--- config.mk ---
export PLATFORM = sky130hd
export DESIGN_NAME = oaht_mod_unit
export DESIGN_NICKNAME = d
export VERILOG_FILES = /design/src/hdl/oaht_pkg.sv /design/src/hdl/oaht_mod_unit.sv
export SDC_FILE = /design/constraint.sdc
export NUM_CORES = 1
export LEC_CHECK = 0
export ABC_CLOCK_PERIOD_IN_PS = 3600
export BUFFER_PORTS_ARGS = -buffer_cell sky130_fd_sc_hd__buf_4
export CAP_MARGIN = 25
export CORE_UTILIZATION = 40
export CTS_CLUSTER_DIAMETER = 120
export DETAILED_ROUTE_END_ITERATION = 16
export PLACE_DENSITY = 0.66
export SLEW_MARGIN = 5
export SYNTH_ARGS = -nofsm -noshare
export SYNTH_HDL_FRONTEND = slang
export SYNTH_SLANG_ARGS = --single-unit
--- constraint.sdc ---
create_clock -name clk -period 3.6 [get_ports clk]
set_clock_uncertainty 0.15 [all_clocks]
set_input_delay 1.08 -clock clk [delete_from_list [all_inputs] [get_ports clk]]
set_output_delay 1.08 -clock clk [all_outputs]
set_load 0.05 [all_outputs]
--- src/hdl/oaht_pkg.sv ---
// shared types and codes of the open addressing hash table
package oaht_pkg;

  localparam int KEY_W    = 31;
  localparam int SLOT_W   = 10;
  localparam int CNT_W    = $clog2(KEY_W);
  localparam int WORD_W   = KEY_W + 2;

  // operation codes
  localparam logic [1:0] OP_INSERT = 2'd0;
  localparam logic [1:0] OP_SEARCH = 2'd1;
  localparam logic [1:0] OP_DELETE = 2'd2;

  // result codes
  localparam logic [1:0] RES_DONE  = 2'd0;
  localparam logic [1:0] RES_FOUND = 2'd1;
  localparam logic [1:0] RES_MISS  = 2'd2;
  localparam logic [1:0] RES_FULL  = 2'd3;

  // slot status codes
  localparam logic [1:0] SLOT_EMPTY = 2'd0;
  localparam logic [1:0] SLOT_USED  = 2'd1;
  localparam logic [1:0] SLOT_TOMB  = 2'd2;

  // probe modes
  localparam logic [1:0] MODE_LINEAR = 2'd0;
  localparam logic [1:0] MODE_QUAD   = 2'd1;
  localparam logic [1:0] MODE_DOUBLE = 2'd2;

  // configuration register indexes
  localparam logic [1:0] CFG_PROBE_MODE = 2'd0;
  localparam logic [1:0] CFG_TABLE_SIZE = 2'd1;
  localparam logic [1:0] CFG_STEP_PRIME = 2'd2;

  // reset values
  localparam logic [10:0] TABLE_SIZE_RST = 11'd1024;
  localparam logic [9:0]  STEP_PRIME_RST = 10'd1021;

  typedef enum logic [2:0] {
    CLEAR,
    IDLE,
    HASH,
    STEP,
    PROBE,
    FIN
  } state_t;

endpackage

--- src/hdl/oaht_mod_unit.sv ---
// bit-serial remainder unit, two divisors per pass over a 31-bit dividend
module oaht_mod_unit #(
  parameter int DW = 11
) (
  input  logic                         clk,
  input  logic                         rst,
  input  logic                         start,
  input  logic [oaht_pkg::KEY_W-1:0]   dividend,
  input  logic [DW-1:0]                div_a,
  input  logic [DW-1:0]                div_b,
  output logic                         done,
  output logic [DW-1:0]                rem_a,
  output logic [DW-1:0]                rem_b
);

  logic                         busy;
  logic [oaht_pkg::CNT_W-1:0]   cnt;
  logic [oaht_pkg::KEY_W-1:0]   shreg;
  logic [DW-1:0]                dva;
  logic [DW-1:0]                dvb;

  // one restoring step: shift in a bit, subtract when it fits
  function automatic logic [DW-1:0] rstep(input logic [DW-1:0] r, input logic b,
                                          input logic [DW-1:0] dv);
    logic [DW:0] trial;
    trial = {r, b};
    if (trial >= {1'b0, dv}) begin
      trial = trial - {1'b0, dv};
    end
    return trial[DW-1:0];
  endfunction

  // control
  always_ff @(posedge clk) begin
    if (rst) begin
      busy <= 1'b0;
      done <= 1'b0;
      cnt  <= '0;
    end else begin
      done <= 1'b0;
      if (start) begin
        busy <= 1'b1;
        cnt  <= '0;
      end else if (busy) begin
        cnt <= cnt + 1'b1;
        if (cnt == oaht_pkg::CNT_W'(oaht_pkg::KEY_W - 1)) begin
          busy <= 1'b0;
          done <= 1'b1;
        end
      end
    end
  end

  // datapath
  always_ff @(posedge clk) begin
    if (start) begin
      shreg <= dividend;
      rem_a <= '0;
      rem_b <= '0;
      dva   <= div_a;
      dvb   <= div_b;
    end else if (busy) begin
      shreg <= {shreg[oaht_pkg::KEY_W-2:0], 1'b0};
      rem_a <= rstep(rem_a, shreg[oaht_pkg::KEY_W-1], dva);
      rem_b <= rstep(rem_b, shreg[oaht_pkg::KEY_W-1], dvb);
    end
  end

endmodule

==> out/metrics.cfg <==
[run_status]
status = complete, no violations

[sta]
relSlewSlack_pct = 53.1
fmax_ghz = 0.338
period_needed_ns = 2.95
tns_ns = 0
drv_slew = 0
worstMarginPinSlew_ns = 0.704
hold_violations = 0
rsz0062_at_grt = false
min_period_over_period_pct = 82.1
setup_slack_ns = 0.646
setup_viol = 0
holdWs_ns = 0.362

[clock_tree]
clock_latency_ns = 0.34
clk_pin_slew_ns = 0.08
cts_tree = done
postCtsHoldBufs = 0
htree_levels = 3
clockBufferDepth = 2
cts_setup_buffers = 0
cts_root_buf = clkbuf_8
cts_resized = 0
cts_buffers = 9
cts.sinks = 82

[placed_design]
port-buffer-count = 78
post-place-ws_ns = 0.665
routabilityCongestion = 0.907
hpwl_um = 6770

[floorplan]
core_region_area_sq_mm = 0.0105
io_pins = 79
die_w_um = 107
dieArea_sq_mm = 0.0114
row_count = 37
initial_utilization_pct = 41.8
die_height_um = 107

[setup_path]
reg2reg_depth = 10
worstReg2RegEnd = rem_b[2]
setup.worst_path.start = shreg[30]
r2r_start = shreg[30]
crit_required_ns = 3.66
end_kind = register
regToRegSetupSlack_ns = 0.65
cp-start-kind = register
crit_type = reg2reg
crit_end = rem_b[2]
crit_path_max_fanout = 8
cp.arrival_ns = 3.02

[hold_path]
whs_path_depth = 2
hp-class = reg2reg
min_from = rem_a[7]

[global_route]
overflow = 0
grt_pass1_wl_um = 15400
grt_max_degree = 55
grt_antenna_before_repair = 0
track_usage_pct = 17.3
grt_pass1_vias = 3250

[routing]
wirelength_um = 9440
dr.first_iter.drc_count = 120
detail-route-antenna-nets = 0
drcViolationCount = 0
wl_per_cell_um = 15.1
first_pass_iters = 4
vias = 3259
avgViaCountPerCell = 5.21

[power]
p_total_w = 0.00225
power.leakage_nw = 2.20
power_density_mw_per_mm2 = 424
peakVddDrop_uv = 226

[yosys]
synth.top_cell.area_share_pct = 36.4
synth_cells = 403
synth-seq-cells = 82
synth_area_sq_mm = 0.00438
yosysWarnings = 0
seq_area_frac_synth_pct = 49.6
synth_cell_type_count = 54
synth_area_per_cell_sq_um = 10.9
synthTopCellsByCount = edfxtp_1 (53), nor2_1 (34), inv_1 (32), mux2_2 (31), dfxtp_1 (29)
synth_top_cell_by_area = edfxtp_1
syn-num-nets = 485
synth_area_leaders = edfxtp_1 (36%), dfxtp_1 (13%), mux2_2 (8.0%), ha_1 (6.9%), o21ai_0 (3.2%)
synth_edf_count = 53
synth-async-reset-ratio_pct = 0
yosys_most_used_dff = edfxtp_1
yosysMostFrequentCell = edfxtp_1

[final_layout]
area_growth_pct = 20.9
nets = 566
drive_above_1_share_pct = 28.0
diodes = 0
fillers = 1007
utilization_pct = 50.6

[flow_run]
cap_violations = 0

cells in the final DEF (no fill, tap or decap), drive strengths merged, types with 5 or more instances in the layout:
master,instances
ha,24
a21oi,22
buf,84
nand2,26
dfxtp,29
nand4,6
o211ai,5
nor2,34
nand2b,9
edfxtp,53
xnor2,7
nor3,8
mux2,32
mux2i,8
o21ai,29
inv,32
clkbuf,10
o21a,8
xor2,5
metrics by stage:
step / area, sq um / instances
6_report: 5290 / 625
2_1_floorplan: 4380 / 403
4_1_cts: 5290 / 625
3_3_place_gp: 5110 / 609
3_5_place_dp: 5110 / 609
5_1_grt: 5290 / 625
per-layer routing:
layer	vias to the layer above	part of all wire [%]	global-route usage (%)
met5	-	0	0
met4	0	0.93	5.19
met3	8	7.2	4.86
met2	93	46	27.3
met1	1536	46	23.0
li1	1622	-	-
critical path: stages, from the launching register on:
cell      delay, ns
edfxtp_1       0.36
inv_1          0.09
ha_1           0.23
fa_1           0.40
nand2b_1       0.16
a21oi_1        0.37
o21a_1         0.27
or2_1          0.28
buf_4          0.23
mux2i_1        0.19
o21ai_0        0.09
worst min path at each step:
stage	end	slack, ns
2_1_floorplan	done	0.32
3_3_place_gp	rem_b[2]	0.34
3_5_place_dp	rem_a[7]	0.35
4_1_cts	rem_a[7]	0.37
5_1_grt	rem_b[2]	0.40
6_report	rem_a[7]	0.36
cells by family (layout without fill, tap and decap cells):
kind of cell / after synthesis / in the layout / synth area share, %
simple gates: 105 / 105 / 11.8
xor+xnor: 12 / 12 / 2.40
mux: 40 / 40 / 10.1
buf+inv: 46 / 132 / 4.35
fa+ha+maj: 26 / 26 / 7.78
flops: 82 / 82 / 49.6
compound gates: 92 / 92 / 13.9
cell type report:
class                           count  area, sq um  area share [%]
Sequential cell                    82         2170            41.0
Multi-Input combinational cell    275         2010            38.1
Timing Repair Buffer               84          631            11.9
Tap cell                          136          170            3.22
Clock buffer                       10          128            2.41
Inverter                           32          120            2.27
Clock inverter                      6         57.6            1.09
report_power, final:
group	switching (W)	total (W)	leakage [nW]	internal, W
registers	0.0000377	0.00112	0.763	0.00108
clock network	0.000337	0.000652	0.0874	0.000316
logic	0.000260	0.000472	1.35	0.000212
total	0.000634	0.00225	2.20	0.00161
sequential cells by signal, indices dropped and copies added (netlist names):
signal,cells
busy,1
rem_b,11
done,1
dvb,11
rem_a,11
cnt,5
dva,11
shreg,31
Note: power is estimated with default switching activity, not from simulation.
